--- config.mk ---
export PLATFORM = sky130hd
export DESIGN_NAME = sound_chip_noise_generator
export DESIGN_NICKNAME = d
export VERILOG_FILES = /design/src/scng_pkg.sv /design/src/scng_gen.sv /design/src/sound_chip_noise_generator.sv
export SDC_FILE = /design/constraint.sdc
export NUM_CORES = 1
export LEC_CHECK = 0
export BUFFER_PORTS_ARGS = -buffer_cell sky130_fd_sc_hd__buf_2
export CORE_MARGIN = 2
export CORE_UTILIZATION = 35
export DETAILED_ROUTE_END_ITERATION = 12
export GPL_ROUTABILITY_DRIVEN = 0
export GPL_TIMING_DRIVEN = 0
export PLACE_DENSITY = 0.55
export SLEW_MARGIN = 10
export SYNTH_ARGS = -nofsm -noshare
export SYNTH_HDL_FRONTEND = slang
export SYNTH_SLANG_ARGS = --single-unit
--- constraint.sdc ---
create_clock -name clk -period 19.9 [get_ports clk]
set_input_delay 1.99 -clock clk [delete_from_list [all_inputs] [get_ports clk]]
set_output_delay 1.99 -clock clk [all_outputs]
set_load 0.02 [all_outputs]
--- src/scng_pkg.sv ---
// Shared types, codes and constants of the sound chip noise generator.
// No dependencies; used by scng_gen, the top level and the testbench.
package scng_pkg;

	localparam int unsigned WordW = 32;

	localparam logic [WordW-1:0] StepBase  = 32'd128000000;  // 31250 << 12
	localparam logic [WordW-1:0] RateBase  = 32'd44100;
	localparam logic [WordW-1:0] SeedReset = 32'h1111_1111;
	localparam logic [WordW-1:0] LcgMul    = 32'd110351245;
	localparam logic [WordW-1:0] LcgAdd    = 32'd12345;
	localparam logic [WordW-1:0] TapMask   = 32'h4000_0004;
	localparam logic [WordW-1:0] HalfWord  = 32'h8000_0000;

	localparam logic [1:0] SrcExternal = 2'd3;
	localparam logic [1:0] RateReset   = 2'd2;
	localparam logic [1:0] RateMax     = 2'd2;
	localparam logic [3:0] RateShift0  = 4'd12;

	typedef enum logic [1:0] {
		ACT_TICK    = 2'd0,
		ACT_TRIGGER = 2'd1,
		ACT_SYNC    = 2'd2,
		ACT_RESEED  = 2'd3
	} action_t;

	typedef enum logic [1:0] {
		REG_SOURCE  = 2'd0,
		REG_RATE    = 2'd1,
		REG_VARIANT = 2'd2,
		REG_NONE    = 2'd3
	} reg_index_t;

	typedef enum logic [1:0] {
		ST_IDLE,
		ST_ADD,
		ST_SUB,
		ST_FIN
	} state_t;

endpackage

--- src/scng_gen.sv ---
// One advance of the noise generator word, congruential or shift register.
// Depends on scng_pkg.
module scng_gen (
	input  logic [scng_pkg::WordW-1:0] word,
	input  logic                       variant,
	input  logic                       held,
	output logic [scng_pkg::WordW-1:0] next_word,
	output logic                       next_held
);
	import scng_pkg::*;

	logic [WordW-1:0] taps;
	logic [WordW-1:0] lcg_word;
	logic             fb;

	assign taps     = word & TapMask;
	assign fb       = (taps != '0) && (taps != TapMask);
	assign lcg_word = word * LcgMul + LcgAdd;

	always_comb begin
		if (!variant) begin
			next_held = (word > HalfWord);
			next_word = lcg_word;
		end else begin
			next_held = held;
			next_word = {word[WordW-2:0], fb};
		end
	end

endmodule

--- src/sound_chip_noise_generator.sv ---
// Top level of the sound chip noise generator: sequencer, phase counter, result register.
// Depends on scng_pkg and scng_gen.
//
// Every input transaction returns one level bit. Trigger, sync and reseed items pass from
// the idle state straight to the finish state. A sample tick makes n generator advances
// (0 to 3 with the modes in range), unless synced or on the external source: the phase
// counter goes through one shared 32-bit adder/subtractor, once to add the step and then
// once per threshold compare-and-subtract. The input is not ready while an item is at work,
// while the previous result has not been taken or while a configuration write is offered.
// Configuration writes are taken while the sequencer is idle.
module sound_chip_noise_generator (
	input  logic                       clk,
	input  logic                       arst_n,
	input  logic                       in_valid,
	output logic                       in_ready,
	input  logic [1:0]                 action,
	input  logic                       sync_on,
	input  logic [scng_pkg::WordW-1:0] seed_value,
	output logic                       out_valid,
	input  logic                       out_ready,
	output logic                       level,
	input  logic                       cfg_valid,
	output logic                       cfg_ready,
	input  logic [1:0]                 cfg_index,
	input  logic [1:0]                 cfg_data
);
	import scng_pkg::*;

	state_t state_q, state_d;

	logic [1:0]       source_q;
	logic [1:0]       rate_q;
	logic             variant_q;
	logic [WordW-1:0] phase_q;
	logic [WordW-1:0] word_q;
	logic             held_q;
	logic             sync_q;
	logic             out_valid_q;
	logic             level_q;

	logic             in_fire, cfg_fire, out_fire;
	logic [WordW-1:0] threshold, step, operand;
	logic [WordW:0]   alu_res;
	logic             alu_sub;
	logic             below;
	logic [WordW-1:0] gen_next_word;
	logic             gen_next_held;
	logic [1:0]       rate_new;

	// a pending configuration write goes first
	assign in_ready  = (state_q == ST_IDLE) && (!out_valid_q || out_ready) && !cfg_valid;
	assign cfg_ready = (state_q == ST_IDLE);
	assign in_fire   = in_valid && in_ready;
	assign cfg_fire  = cfg_valid && cfg_ready;
	assign out_fire  = out_valid_q && out_ready;
	assign out_valid = out_valid_q;
	assign level     = level_q;

	assign threshold = RateBase << (RateShift0 - {2'b00, rate_q});
	assign step      = StepBase >> source_q;
	assign rate_new  = (cfg_data > RateMax) ? RateMax : cfg_data;

	// Shared adder/subtractor; the borrow out doubles as the threshold compare
	assign alu_sub = (state_q == ST_SUB);
	assign operand = alu_sub ? threshold : step;
	assign alu_res = alu_sub ? ({1'b0, phase_q} - {1'b0, operand})
	                         : ({1'b0, phase_q} + {1'b0, operand});
	assign below   = alu_sub && alu_res[WordW];

	scng_gen u_gen (
		.word      (word_q),
		.variant   (variant_q),
		.held      (held_q),
		.next_word (gen_next_word),
		.next_held (gen_next_held)
	);

	always_ff @(posedge clk or negedge arst_n) begin
		if (!arst_n) begin
			state_q <= ST_IDLE;
		end else begin
			state_q <= state_d;
		end
	end

	always_comb begin
		state_d = state_q;
		unique case (state_q)
			ST_IDLE: begin
				if (in_fire) begin
					if (action_t'(action) == ACT_TICK && !sync_q && source_q != SrcExternal) begin
						state_d = ST_ADD;
					end else begin
						state_d = ST_FIN;
					end
				end
			end
			ST_ADD: begin
				state_d = ST_SUB;
			end
			ST_SUB: begin
				if (below) begin
					state_d = ST_FIN;
				end
			end
			ST_FIN: begin
				state_d = ST_IDLE;
			end
			default: begin
				state_d = ST_IDLE;
			end
		endcase
	end

	always_ff @(posedge clk or negedge arst_n) begin
		if (!arst_n) begin
			source_q    <= '0;
			rate_q      <= RateReset;
			variant_q   <= 1'b0;
			phase_q     <= '0;
			word_q      <= SeedReset;
			held_q      <= 1'b0;
			sync_q      <= 1'b0;
			out_valid_q <= 1'b0;
			level_q     <= 1'b0;
		end else begin
			if (out_fire) begin
				out_valid_q <= 1'b0;
			end
			if (cfg_fire) begin
				unique case (reg_index_t'(cfg_index))
					REG_SOURCE:  source_q  <= cfg_data;
					REG_RATE: begin
						// rescale the stored counter to the new threshold
						if (rate_new < rate_q) begin
							phase_q <= phase_q << (rate_q - rate_new);
						end else begin
							phase_q <= phase_q >> (rate_new - rate_q);
						end
						rate_q <= rate_new;
					end
					REG_VARIANT: variant_q <= cfg_data[0];
					REG_NONE:    ;
					default:     ;
				endcase
			end
			unique case (state_q)
				ST_IDLE: begin
					if (in_fire) begin
						case (action_t'(action))
							ACT_TRIGGER: begin
								if (source_q == SrcExternal) begin
									word_q <= gen_next_word;
									held_q <= gen_next_held;
								end
							end
							ACT_SYNC: begin
								if (sync_on) begin
									phase_q <= '0;
								end
								sync_q <= sync_on;
							end
							ACT_RESEED: word_q <= seed_value;
							default: ;
						endcase
					end
				end
				ST_ADD: begin
					phase_q <= alu_res[WordW-1:0];
				end
				ST_SUB: begin
					if (!below) begin
						phase_q <= alu_res[WordW-1:0];
						word_q  <= gen_next_word;
						held_q  <= gen_next_held;
					end
				end
				ST_FIN: begin
					out_valid_q <= 1'b1;
					level_q     <= variant_q ? word_q[0] : held_q;
				end
				default: ;
			endcase
		end
	end

endmodule

# Word-level counts from Yosys, hierarchy flattened
# Cells that the tools add are included.
word_totals:
  reg_bits: 75
  input_bits: 44
  output_inout_bits: 4
  word_cells: 98
op_classes:
  n_addsub: 6
  n_mul: 1
  magnitude_cmp: 3
  eq_ne: 18
  n_shift: 4
  n_mux: 30
  n_reduce_logical: 26
op_table:
  columns: ["cell", "count"]
  rows:
  - ["32-bit 2-to-1 mux", 12]
  - ["32-bit one-hot mux with 2 select lines", 2]
  - ["32-bit one-hot mux with 3 select lines", 1]
  - ["32-bit by 32-bit adder with 33-bit output", 1]
  - ["33-bit 2-to-1 mux", 1]
  - ["32-bit by 32-bit subtractor with 33-bit output", 1]
  - ["32-bit by 14-bit adder with 32-bit output (second input constant)", 1]
  - ["32-bit > comparator (second input constant)", 1]
  - ["32-bit by 27-bit multiplier with 32-bit output (second input constant)", 1]
  - ["32-bit nonzero test", 1]
  - ["16-bit by 4-bit << shifter with 32-bit output (first input constant)", 1]
  - ["32-bit by 2-bit << shifter with 32-bit output", 1]
  - ["27-bit by 2-bit >> shifter with 32-bit output (first input constant)", 1]
  - ["32-bit by 2-bit >> shifter with 32-bit output", 1]
  - ["2-bit equality test (second input constant)", 6]
  - ["5-bit AND reduction", 2]
  - ["1-bit logical AND", 9]
  - ["1-bit 2-to-1 mux", 8]
  - ["2-bit 2-to-1 mux", 4]
  - ["2-bit by 1-bit inequality test with 1-bit output (second input constant)", 4]
  - ["2-bit one-hot mux with 4 select lines", 1]
  - ["2-bit AND reduction", 4]
  - ["2-bit by 1-bit equality test with 1-bit output (second input constant)", 3]
  - ["2-bit zero test", 3]
  - ["other kinds (12)", 18]

# Depth between registers and ports, before layout
# Gate-level depths: netlist of run 1.
depth:
  ltp_word: 11
  depth_mapped: 25
  ltp_nobuf: 25

# Hierarchy
# Synthesis of run 1 repeated with hierarchy kept, for this count alone.
hier_totals:
  hier_cells: 1803
  area_unflattened_um2: 16756.1
by_module_without_submodules:
  columns: ["module", "instances", "cells_per_inst", "area_per_inst_um2", "seq_area_each_um2"]
  rows:
  - ["scng_gen", 1, 1081, 9913.3, 0.0]
  - ["sound_chip_noise_generator", 1, 722, 6842.8, 1888.1]

# Worst setup path after synthesis of run 1
# OpenSTA, ideal clock, no wires.
synth_path:
  kind: "register to register"
  start: "register word_q[4]"
  end: "register word_q[22]"
  setup_ns: 0.141
  arrival_ns: 6.103
  required_ns: 19.759
  path_slack_ns: 13.656
  path_stages_with_launch: 24
  path_buffers: 0
  synth_period_minus_slack_ns: 6.244
  path_cell_list: "dfstp_2 -> inv_1 -> fa_1 -> fa_1 -> inv_1 -> fa_1 -> ha_1 -> inv_1 -> fa_1 -> inv_1 -> fa_1 -> inv_1 -> fa_1 -> inv_1 -> ha_1 -> a21o_1 -> a21o_1 -> a2111oi_4 -> o21ai_2 -> o211ai_4 -> xnor2_1 -> nor2_1 -> a2111oi_1 -> a211oi_2"
synth_between:
  elab_chain_len: 7
  elab_cells_between_ends: 8
  cone_classes: "add/sub (1); mul (1); mux (6)"
synth_lines:
  columns: ["item", "line", "source"]
  rows:
  - ["start: declaration", "sound_chip_noise_generator.sv:35", "logic [WordW-1:0] word_q;"]
  - ["start signal: assignment", "sound_chip_noise_generator.sv:121", "word_q <= SeedReset;"]
  - ["start signal: assignment", "sound_chip_noise_generator.sv:153", "word_q <= gen_next_word;"]
  - ["start signal: assignment", "sound_chip_noise_generator.sv:163", "ACT_RESEED: word_q <= seed_value;"]
  - ["32-bit by 27-bit multiplier with 32-bit output (*)", "scng_gen.sv:18", "assign lcg_word = word * LcgMul + LcgAdd;"]
  - ["32-bit by 14-bit adder with 32-bit output (*)", "scng_gen.sv:18", null]
  - ["32-bit 2-to-1 mux (*)", "scng_gen.sv:21", "if (!variant) begin"]
  - ["32-bit 2-to-1 mux", "sound_chip_noise_generator.sv:152", "if (source_q == SrcExternal) begin"]
  - ["32-bit one-hot mux with 2 select lines", "sound_chip_noise_generator.sv:150", "case (action_t'(action))"]
  - ["32-bit 2-to-1 mux", "sound_chip_noise_generator.sv:149", "if (in_fire) begin"]
  - ["32-bit one-hot mux with 2 select lines (*)", "sound_chip_noise_generator.sv:147", "unique case (state_q)"]
# Every way passes the cells marked *; elsewhere a longest branch is shown, timed or not. The select of a mux whose other input is x is not followed.
# A chain may end at the register's enable or synchronous reset.

# Final worst setup path of run 1
layout_path:
  start: "register word_q[5]"
  end: "register word_q[30]"
# The elaborated chain is that of the path after synthesis.

==> impl_metrics.prom, run 1 <==
# TYPE chip_impl_metric gauge
chip_impl_info{name="run_status",value="complete, no violations"} 1
chip_impl_metric{name="ys_warn_count",unit=""} 0
chip_impl_metric{name="fin_skew",unit="ns"} 0.0138
chip_impl_metric{name="synth_sequential_area_ratio",unit="%"} 11.6
chip_impl_metric{name="post_synth.cell_area_avg",unit="um^2"} 9.23
chip_impl_metric{name="ctsResizeCount",unit=""} 0
chip_impl_metric{name="cts_buffers",unit=""} 9
chip_impl_info{name="crit_path_end_kind",value="flip-flop"} 1
chip_impl_metric{name="detail_route.wirelength",unit="um"} 49100
chip_impl_metric{name="max_stage_delay",unit="ns"} 0.82
chip_impl_metric{name="cts_hold_buffers",unit=""} 0
chip_impl_info{name="hold_path_class",value="reg2reg"} 1
chip_impl_metric{name="die_area",unit="mm^2"} 0.0483
chip_impl_metric{name="wl_per_cell",unit="um"} 20.1
chip_impl_metric{name="worstPathArrival",unit="ns"} 7.83
chip_impl_metric{name="initial_utilization",unit="%"} 35.2
chip_impl_metric{name="area.growth.synth_to_final",unit="%"} 8.23
chip_impl_info{name="netlist.top_cell.by_area",value="sky130_fd_sc_hd__fa_1"} 1
chip_impl_info{name="top_post_synthesis_cells_by_area",value="sky130_fd_sc_hd__fa_1, sky130_fd_sc_hd__ha_1, sky130_fd_sc_hd__dfrtp_1"} 1
chip_impl_metric{name="overall_via_count_from_detail_route",unit=""} 12600
chip_impl_metric{name="async_flop_share",unit="%"} 100
chip_impl_metric{name="initial_antenna_violation_count",unit=""} 4
chip_impl_metric{name="cp.required",unit="ns"} 20.19
chip_impl_metric{name="grt_overflow",unit=""} 0
chip_impl_metric{name="fin_setup_tns",unit="ns"} 0
chip_impl_metric{name="postCtsSetupRepairBufs",unit=""} 0
chip_impl_metric{name="synth_edf_count",unit=""} 0
chip_impl_metric{name="post_synth_inst_count",unit=""} 1765
chip_impl_info{name="cts_tree",value="built"} 1
chip_impl_metric{name="post_synth_instance_area",unit="mm^2"} 0.0163
chip_impl_metric{name="post_route_cells_drive_above_1_share",unit="%"} 8.37
chip_impl_info{name="crit_slowest_cell",value="sky130_fd_sc_hd__dfrtp_1"} 1
chip_impl_metric{name="first_iter_violations",unit=""} 868
chip_impl_metric{name="antenna_left",unit=""} 0
chip_impl_metric{name="max_freq",unit="MHz"} 133
chip_impl_metric{name="report.final.slew_viol_count",unit=""} 0
chip_impl_metric{name="detailed_place_hpwl",unit="um"} 40600
chip_impl_metric{name="syn-num-nets",unit=""} 2276
chip_impl_metric{name="max_slew_margin",unit="%"} 37.4
chip_impl_info{name="ff_to_ff_start",value="word_q[5]$_DFFE_PN0P_"} 1
chip_impl_info{name="synth_top_cells_by_count",value="sky130_fd_sc_hd__inv_1, sky130_fd_sc_hd__ha_1, sky130_fd_sc_hd__fa_1"} 1
chip_impl_info{name="post-synth-top-count-cell",value="sky130_fd_sc_hd__inv_1"} 1
chip_impl_metric{name="drc",unit=""} 0
chip_impl_metric{name="grt_start_max_net_pins",unit=""} 62
chip_impl_metric{name="grtUsageTotal",unit="%"} 21.0
chip_impl_metric{name="clk_pin_slew_worst_paths",unit="ns"} 0.07
chip_impl_info{name="crit_start",value="word_q[5]$_DFFE_PN0P_"} 1
chip_impl_metric{name="fillCellCount",unit=""} 4770
chip_impl_metric{name="post_drt_via_cell_ratio",unit=""} 5.17
chip_impl_metric{name="drt_first_pass_iters",unit=""} 5
chip_impl_info{name="critPathTopFamily",value="adder cells"} 1
chip_impl_metric{name="floorplan.core_area",unit="mm^2"} 0.0463
chip_impl_metric{name="cts-root-to-sink-buffers",unit=""} 2
chip_impl_metric{name="final_period_minus_worst_setup_slack",unit="ns"} 7.54
chip_impl_metric{name="first_global_vias",unit=""} 13300
chip_impl_metric{name="core.rowCount",unit=""} 79
chip_impl_metric{name="io_buffer_count",unit=""} 47
chip_impl_metric{name="die-height",unit="um"} 220
chip_impl_metric{name="finalNetCount",unit=""} 2335
chip_impl_info{name="synthFlopType",value="sky130_fd_sc_hd__dfrtp_1"} 1
chip_impl_metric{name="finalSetupViolCount",unit=""} 0
chip_impl_info{name="hold_startpoint",value="sync_q$_DFFE_PN0P_"} 1
chip_impl_metric{name="layout_worst_path_cycle_share",unit="%"} 37.9
chip_impl_metric{name="tightestPinTransition",unit="ns"} 0.939
chip_impl_metric{name="yosys_register_bits",unit=""} 75
chip_impl_metric{name="clock_tree.htree_level_count",unit=""} 3
chip_impl_info{name="rsz0062_at_grt",value="false"} 1
chip_impl_metric{name="chipWidth",unit="um"} 220
chip_impl_metric{name="ioPinCount",unit=""} 48
chip_impl_metric{name="yosysTopAreaCellShare",unit="%"} 23.8
chip_impl_metric{name="finish.utilization",unit="%"} 38.1
chip_impl_info{name="crit_type",value="reg2reg"} 1
chip_impl_metric{name="timing.critical_path.buf_inv",unit=""} 6
chip_impl_metric{name="max-cap-violations",unit=""} 0
chip_impl_metric{name="clock_latency",unit="ns"} 0.36
chip_impl_metric{name="report.final.hold_viol_count",unit=""} 0
chip_impl_info{name="worstPathCellList",value="inv_1 -> fa_1 -> fa_1 -> inv_1 -> fa_1 -> ha_1 -> inv_1 -> fa_1 -> inv_1 -> fa_1 -> inv_1 -> fa_1 -> inv_1 -> ha_1 -> a21o_1 -> a21o_1 -> a2111oi_4 -> o21ai_2 -> o211ai_4 -> o32ai_2 -> mux2i_1 -> a311oi_1 -> a21o_1"} 1
chip_impl_info{name="root_buffer",value="sky130_fd_sc_hd__clkbuf_16"} 1
chip_impl_metric{name="first_pass_grt_wire_length",unit="um"} 77100
chip_impl_metric{name="crit_fanout",unit=""} 10
chip_impl_metric{name="synth.lib_cells_used.distinct",unit=""} 83
chip_impl_metric{name="clock-sinks",unit=""} 75
chip_impl_info{name="cp-start-kind",value="flip-flop"} 1
worst register-to-register path: cells and delay by family (launching register included):
family | cells | cell delay [ns]
compound gates | 8 | 2.03
fa+ha+maj | 8 | 3.67
buf+inv | 6 | 0.80
flops | 1 | 0.82
mux | 1 | 0.15
layout by cell type (no fill, tap or decap), drive strengths merged, types with 5 or more instances in the layout:
master and count:
inv 418, mux4 26, o211ai 14, nand4 8, a21o 20, nor2 75
nor3 21, and3 9, dfrtp 66, a22o 7, a21oi 91, or2 5
nand2 87, a211oi 9, a31oi 7, clkbuf 40, xnor2 60, nand3 13
a221oi 7, o22ai 24, dfstp 9, xor2 21, fa 194, mux2i 66
a22oi 5, buf 72, o21ai 89, ha 273, o21a 8, nand2b 14
through the flow:
stage          instances  instance area [um^2]  hold slack, ns  setup slack [ns]
4_1_cts             2436                 17600           0.490             12.40
3_5_place_dp        2420                 17300           0.473             12.39
6_report            2439                 17600           0.491             12.36
2_1_floorplan       1765                 16300           0.447             13.66
3_3_place_gp        2419                 17300           0.463             12.48
5_1_grt             2436                 17600           0.535             12.21
layout make-up:
type	instances	area, um^2	share of cell area [%]
Multi-Input combinational cell	1218	12600	71.4
Sequential cell	75	1890	10.7
Inverter	418	1570	8.90
Tap cell	607	759	4.31
Timing Repair Buffer	48	265	1.50
Buffer	54	243	1.38
Clock buffer	10	229	1.30
Clock inverter	6	75.1	0.426
Antenna cell	3	7.51	0.0426
per-layer routing:
| metal | routed length [um] | track usage [%] | vias to the layer above | share of wire, % |
|---|---|---|---|---|
| li1 | - | - | 5925 | - |
| met1 | 21300 | 27.1 | 6243 | 43 |
| met2 | 23600 | 36.1 | 345 | 48 |
| met3 | 2130 | 2.19 | 95 | 4.3 |
| met4 | 2050 | 7.94 | 4 | 4.2 |
| met5 | 24 | 0 | - | 0.049 |
worst paths after layout:
path / slack, ns / cells after the start / endpoint
hold / removal: 0.49 / 2 / sync_q$_DFFE_PN0P_
min in group asynchronous: 1.49 / 1 / phase_q[31]$_DFF_PN0_
hold reg to reg: 0.49 / 2 / sync_q$_DFFE_PN0P_
max in group asynchronous: 17.73 / 2 / word_q[28]$_DFFE_PN1P_
setup / recovery: 12.36 / 23 / word_q[30]$_DFFE_PN0P_
setup reg to reg: 12.36 / 23 / word_q[30]$_DFFE_PN0P_
logic make-up (layout without fill, tap and decap cells):
family / Yosys count / in the layout / synth area share [%]
compound gates: 316 / 316 / 12.6
xor+xnor: 81 / 81 / 4.40
fa+ha+maj: 467 / 467 / 44.8
buf+inv: 472 / 536 / 11.1
flops: 75 / 75 / 11.6
mux: 95 / 95 / 7.86
other cells: 0 / 3 / 0
simple gates: 259 / 259 / 7.60
sequential cells by signal, indices dropped and copies added, names as in the netlist:
name / cells
out_valid: 1
held_q: 1
variant_q: 1
rate_q: 2
phase_q: 32
state_q: 2
word_q: 32
level: 1
sync_q: 1
source_q: 2
Power of run 1 is not shown: default switching activity piles up to over one toggle a cycle in this logic, so the estimate is an artifact.
==> run 2, diff against run 1 <==
--- a/config.mk
+++ b/config.mk
@@ -5,13 +5,14 @@
 export SDC_FILE = /design/constraint.sdc
 export NUM_CORES = 1
 export LEC_CHECK = 0
+export ABC_AREA = 1
 export BUFFER_PORTS_ARGS = -buffer_cell sky130_fd_sc_hd__buf_2
 export CORE_MARGIN = 2
 export CORE_UTILIZATION = 35
 export DETAILED_ROUTE_END_ITERATION = 12
 export GPL_ROUTABILITY_DRIVEN = 0
 export GPL_TIMING_DRIVEN = 0
-export PLACE_DENSITY = 0.55
+export PLACE_DENSITY = 0.57
 export SLEW_MARGIN = 10
 export SYNTH_ARGS = -nofsm -noshare
 export SYNTH_HDL_FRONTEND = slang
==> constraint.sdc (replaced) <==
create_clock -name clk -period 6.93 [get_ports clk]
set_input_delay 0.693 -clock clk [delete_from_list [all_inputs] [get_ports clk]]
set_output_delay 0.693 -clock clk [all_outputs]
set_load 0.02 [all_outputs]
==> run 2 against run 1 <==
Net effect: sequential share of layout area fell by 0.55 points; first-iteration DRC count rose by 71%; register-to-register slack got worse by 12 ns; non-clock buffer count rose by 12; clock-buffer cell count rose by 1; area after synthesis rose by 6.3%; routed wire length rose by 19%; critical path type unchanged.
==> impl_metrics.prom, run 2 <==
# TYPE chip_impl_metric gauge
chip_impl_info{name="run_status",value="complete, no violations"} 1
chip_impl_info{name="hold_path_class",value="in2async"} 1
chip_impl_metric{name="area.growth.synth_to_final",unit="%"} 8.40
chip_impl_metric{name="fin_setup_tns",unit="ns"} 0
chip_impl_metric{name="core.rowCount",unit=""} 81
chip_impl_metric{name="initial_antenna_violation_count",unit=""} 1
chip_impl_metric{name="worst-r2r-setup-slack",unit="ns"} 0.23
chip_impl_metric{name="final_period_minus_worst_setup_slack",unit="ns"} 6.70
chip_impl_metric{name="grtUsageTotal",unit="%"} 23.4
chip_impl_metric{name="first_global_vias",unit=""} 15700
chip_impl_metric{name="fillCellCount",unit=""} 5157
chip_impl_metric{name="die-height",unit="um"} 226
chip_impl_metric{name="chipWidth",unit="um"} 226
chip_impl_info{name="synth_top_cells_by_count",value="sky130_fd_sc_hd__inv_1, sky130_fd_sc_hd__nand2_1, sky130_fd_sc_hd__ha_1"} 1
chip_impl_metric{name="synth_edf_count",unit=""} 0
chip_impl_metric{name="worstPathArrival",unit="ns"} 6.93
chip_impl_info{name="layout.cells.most_common",value="sky130_fd_sc_hd__inv_1"} 1
chip_impl_metric{name="first_iter_violations",unit=""} 1488
chip_impl_metric{name="post_synth_instance_area",unit="mm^2"} 0.0173
chip_impl_metric{name="ioPinCount",unit=""} 48
chip_impl_info{name="worstReg2RegEnd",value="word_q[21]$_DFFE_PN0P_"} 1
chip_impl_info{name="ff_to_ff_start",value="word_q[12]$_DFFE_PN1P_"} 1
chip_impl_metric{name="async_flop_share",unit="%"} 100
chip_impl_info{name="netlist.top_cell.by_area",value="sky130_fd_sc_hd__fa_1"} 1
chip_impl_metric{name="layout_worst_path_cycle_share",unit="%"} 96.7
chip_impl_metric{name="reg2regPathDepth",unit=""} 21
chip_impl_metric{name="cp.required",unit="ns"} 7.16
chip_impl_info{name="crit_path_end_kind",value="flip-flop"} 1
chip_impl_metric{name="yosysTopAreaCellShare",unit="%"} 22.4
chip_impl_metric{name="ys_warn_count",unit=""} 0
chip_impl_metric{name="overall_via_count_from_detail_route",unit=""} 15700
chip_impl_metric{name="report.final.slew_viol_count",unit=""} 0
chip_impl_metric{name="initial_utilization",unit="%"} 35.4
chip_impl_metric{name="max_slew_margin",unit="%"} 49.8
chip_impl_metric{name="yosys_register_bits",unit=""} 75
chip_impl_metric{name="final_area",unit="mm^2"} 0.0188
chip_impl_metric{name="post_synth_inst_count",unit=""} 2293
chip_impl_info{name="top_post_synthesis_cells_by_area",value="sky130_fd_sc_hd__fa_1, sky130_fd_sc_hd__ha_1, sky130_fd_sc_hd__inv_1"} 1
chip_impl_info{name="most-common-layout-cells",value="sky130_fd_sc_hd__inv_1, sky130_fd_sc_hd__nand2_1, sky130_fd_sc_hd__ha_1"} 1
chip_impl_metric{name="syn-num-nets",unit=""} 2804
chip_impl_metric{name="finalNetCount",unit=""} 2867
chip_impl_metric{name="detailed_place_hpwl",unit="um"} 48900
chip_impl_info{name="crit_slowest_cell",value="sky130_fd_sc_hd__dfstp_4"} 1
chip_impl_metric{name="finalSetupViolCount",unit=""} 0
chip_impl_metric{name="synth_sequential_area_ratio",unit="%"} 10.9
chip_impl_metric{name="crit_fanout",unit=""} 9
chip_impl_metric{name="cts_hold_buffers",unit=""} 0
chip_impl_info{name="largestRegisters",value="phase_q: 32 flops, word_q: 32 flops"} 1
chip_impl_info{name="post-synth-top-count-cell",value="sky130_fd_sc_hd__inv_1"} 1
chip_impl_info{name="cts_tree",value="built"} 1
chip_impl_info{name="root_buffer",value="sky130_fd_sc_hd__clkbuf_16"} 1
chip_impl_metric{name="clock-sinks",unit=""} 75
chip_impl_metric{name="grt_start_max_net_pins",unit=""} 61
chip_impl_metric{name="cts_buffers",unit=""} 9
chip_impl_metric{name="wl_per_cell",unit="um"} 19.3
chip_impl_metric{name="drt_first_pass_iters",unit=""} 8
chip_impl_metric{name="detail_route.wirelength",unit="um"} 58300
chip_impl_metric{name="max_freq",unit="MHz"} 149
chip_impl_metric{name="report.final.hold_viol_count",unit=""} 0
chip_impl_metric{name="area_occupied_by_multi_input_gates",unit="mm^2"} 0.0131
chip_impl_metric{name="clock_tree.htree_level_count",unit=""} 3
chip_impl_metric{name="drc",unit=""} 0
chip_impl_metric{name="cts-root-to-sink-buffers",unit=""} 2
chip_impl_metric{name="clk_pin_slew_worst_paths",unit="ns"} 0.07
chip_impl_info{name="rsz0062_at_grt",value="false"} 1
chip_impl_metric{name="fin_skew",unit="ns"} 0.0102
chip_impl_info{name="critPathTopFamily",value="adder cells"} 1
chip_impl_metric{name="io_buffer_count",unit=""} 47
chip_impl_metric{name="clock_latency",unit="ns"} 0.36
chip_impl_metric{name="antenna_left",unit=""} 0
chip_impl_metric{name="post_drt_via_cell_ratio",unit=""} 5.19
chip_impl_metric{name="first_pass_grt_wire_length",unit="um"} 90900
chip_impl_metric{name="floorplan.core_area",unit="mm^2"} 0.0488
chip_impl_metric{name="grt_overflow",unit=""} 0
chip_impl_metric{name="tightestPinTransition",unit="ns"} 0.747
chip_impl_metric{name="placedInstanceArea",unit="mm^2"} 0.0184
chip_impl_metric{name="post_route_cells_drive_above_1_share",unit="%"} 6.78
chip_impl_info{name="worstPathCellList",value="inv_1 -> ha_1 -> inv_1 -> fa_1 -> fa_1 -> fa_1 -> inv_1 -> ha_1 -> fa_1 -> inv_1 -> fa_1 -> inv_1 -> ha_1 -> a21oi_1 -> o21ai_0 -> a21oi_2 -> nand3_1 -> o21ai_0 -> nand3_1 -> o211ai_1 -> o21ai_1"} 1
chip_impl_metric{name="seqCellArea",unit="mm^2"} 0.00191
chip_impl_metric{name="post_synth.cell_area_avg",unit="um^2"} 7.55
chip_impl_metric{name="max-cap-violations",unit=""} 0
chip_impl_metric{name="timing.critical_path.buf_inv",unit=""} 5
chip_impl_info{name="synthFlopType",value="sky130_fd_sc_hd__dfrtp_1"} 1
chip_impl_metric{name="max_stage_delay",unit="ns"} 0.75
chip_impl_metric{name="synth.lib_cells_used.distinct",unit=""} 55
chip_impl_metric{name="die_area",unit="mm^2"} 0.0513
chip_impl_info{name="cp-start-kind",value="flip-flop"} 1
chip_impl_info{name="crit_type",value="reg2reg"} 1
chip_impl_metric{name="antenna_cells_inserted",unit=""} 0
[run 2: cell count changes after synthesis, moves of 19 or more]
| cell | before | now |
|---|---|---|
| sky130_fd_sc_hd__a22oi_1 | 5 | 24 |
| sky130_fd_sc_hd__nand3_1 | 12 | 101 |
| sky130_fd_sc_hd__a21oi_1 | 91 | 129 |
| sky130_fd_sc_hd__nor2_1 | 75 | 174 |
| sky130_fd_sc_hd__o21ai_0 | 72 | 109 |
| sky130_fd_sc_hd__o211ai_1 | 13 | 42 |
| sky130_fd_sc_hd__xnor2_1 | 60 | 22 |
| sky130_fd_sc_hd__inv_1 | 417 | 544 |
| sky130_fd_sc_hd__nand2_1 | 87 | 354 |
| sky130_fd_sc_hd__mux2i_1 | 66 | 2 |
| sky130_fd_sc_hd__mux4_2 | 26 | 0 |
[run 2: worst max-delay path by stage]
stage                     depth (start not counted)                endpoint              startpoint
after detailed placement                         22  word_q[21]$_DFFE_PN0P_   word_q[1]$_DFFE_PN0P_
after global routing                             25  word_q[23]$_DFFE_PN0P_   word_q[5]$_DFFE_PN0P_
after global placement                           22  word_q[21]$_DFFE_PN0P_   word_q[1]$_DFFE_PN0P_
after CTS                                        22  word_q[21]$_DFFE_PN0P_   word_q[1]$_DFFE_PN0P_
final                                            21  word_q[21]$_DFFE_PN0P_  word_q[12]$_DFFE_PN1P_
after floorplan                                  22  word_q[29]$_DFFE_PN0P_   word_q[8]$_DFFE_PN1P_
[run 2: cell type report]
cell class                 count  share of cell area (%)
tap                          664                    4.43
timing repair buffer          52                    1.57
clock inverter                 5                   0.327
inverter                     550                    11.0
buffer                        62                    1.61
multi-input combinational   1606                    69.6
clock buffer                  11                    1.29
sequential                    75                    10.2
[run 2: what timing repair did]
action | 4_1_cts | 5_1_grt
buffers inserted | 0 | 4
setup endpoints to repair | 0 | 6
resized for setup | 0 | 12
[run 2: worst register-to-register path, stage by stage, from the launching register on]
cell and delay, ns:
sky130_fd_sc_hd__dfstp_4 0.75, sky130_fd_sc_hd__inv_1 0.23, sky130_fd_sc_hd__ha_1 0.40, sky130_fd_sc_hd__inv_1 0.08, sky130_fd_sc_hd__fa_1 0.54, sky130_fd_sc_hd__fa_1 0.47
sky130_fd_sc_hd__fa_1 0.52, sky130_fd_sc_hd__inv_1 0.04, sky130_fd_sc_hd__ha_1 0.31, sky130_fd_sc_hd__fa_1 0.55, sky130_fd_sc_hd__inv_1 0.07, sky130_fd_sc_hd__fa_1 0.66
sky130_fd_sc_hd__inv_1 0.07, sky130_fd_sc_hd__ha_1 0.39, sky130_fd_sc_hd__a21oi_1 0.20, sky130_fd_sc_hd__o21ai_0 0.18, sky130_fd_sc_hd__a21oi_2 0.25, sky130_fd_sc_hd__nand3_1 0.15
sky130_fd_sc_hd__o21ai_0 0.34, sky130_fd_sc_hd__nand3_1 0.12, sky130_fd_sc_hd__o211ai_1 0.16, sky130_fd_sc_hd__o21ai_1 0.11
[run 2: kinds of logic (layout without fill, tap and decap cells)]
kind of cell             Yosys count  in the layout  synth area share [%]
AO/OA/AOI/OAI                    403            403                  14.3
XOR/XNOR                          35             35                  1.77
adder cells (fa/ha/maj)          467            467                  42.2
buffers and inverters            612            680                  13.7
flip-flops                        75             75                  10.9
multiplexers                       2              2                 0.116
AND/OR/NAND/NOR                  699            699                  17.1
[run 2: through the flow]
step | hold WS (ns) | utilization [%] | worst slack, ns | std cells
final | 0.209 | 38.4 | 0.227 | 3025
after CTS | 0.214 | 38.3 | 0.0752 | 3021
after floorplan | 0.397 | - | 1.27 | 2293
after global placement | 0.471 | 37.6 | 0.0804 | 3004
after detailed placement | 0.475 | 37.7 | 0.0954 | 3005
after global routing | 0.220 | 38.4 | 0.00862 | 3025
[run 2: routing by layer]
metal,wire (um),GRT usage [%],up-vias
li1,-,-,7411
met1,26800,33.6,7588
met2,25600,36.8,640
met3,4730,4.02,62
met4,1150,5.16,0
met5,0,0,-
Power of run 2 is left out for the same reason.
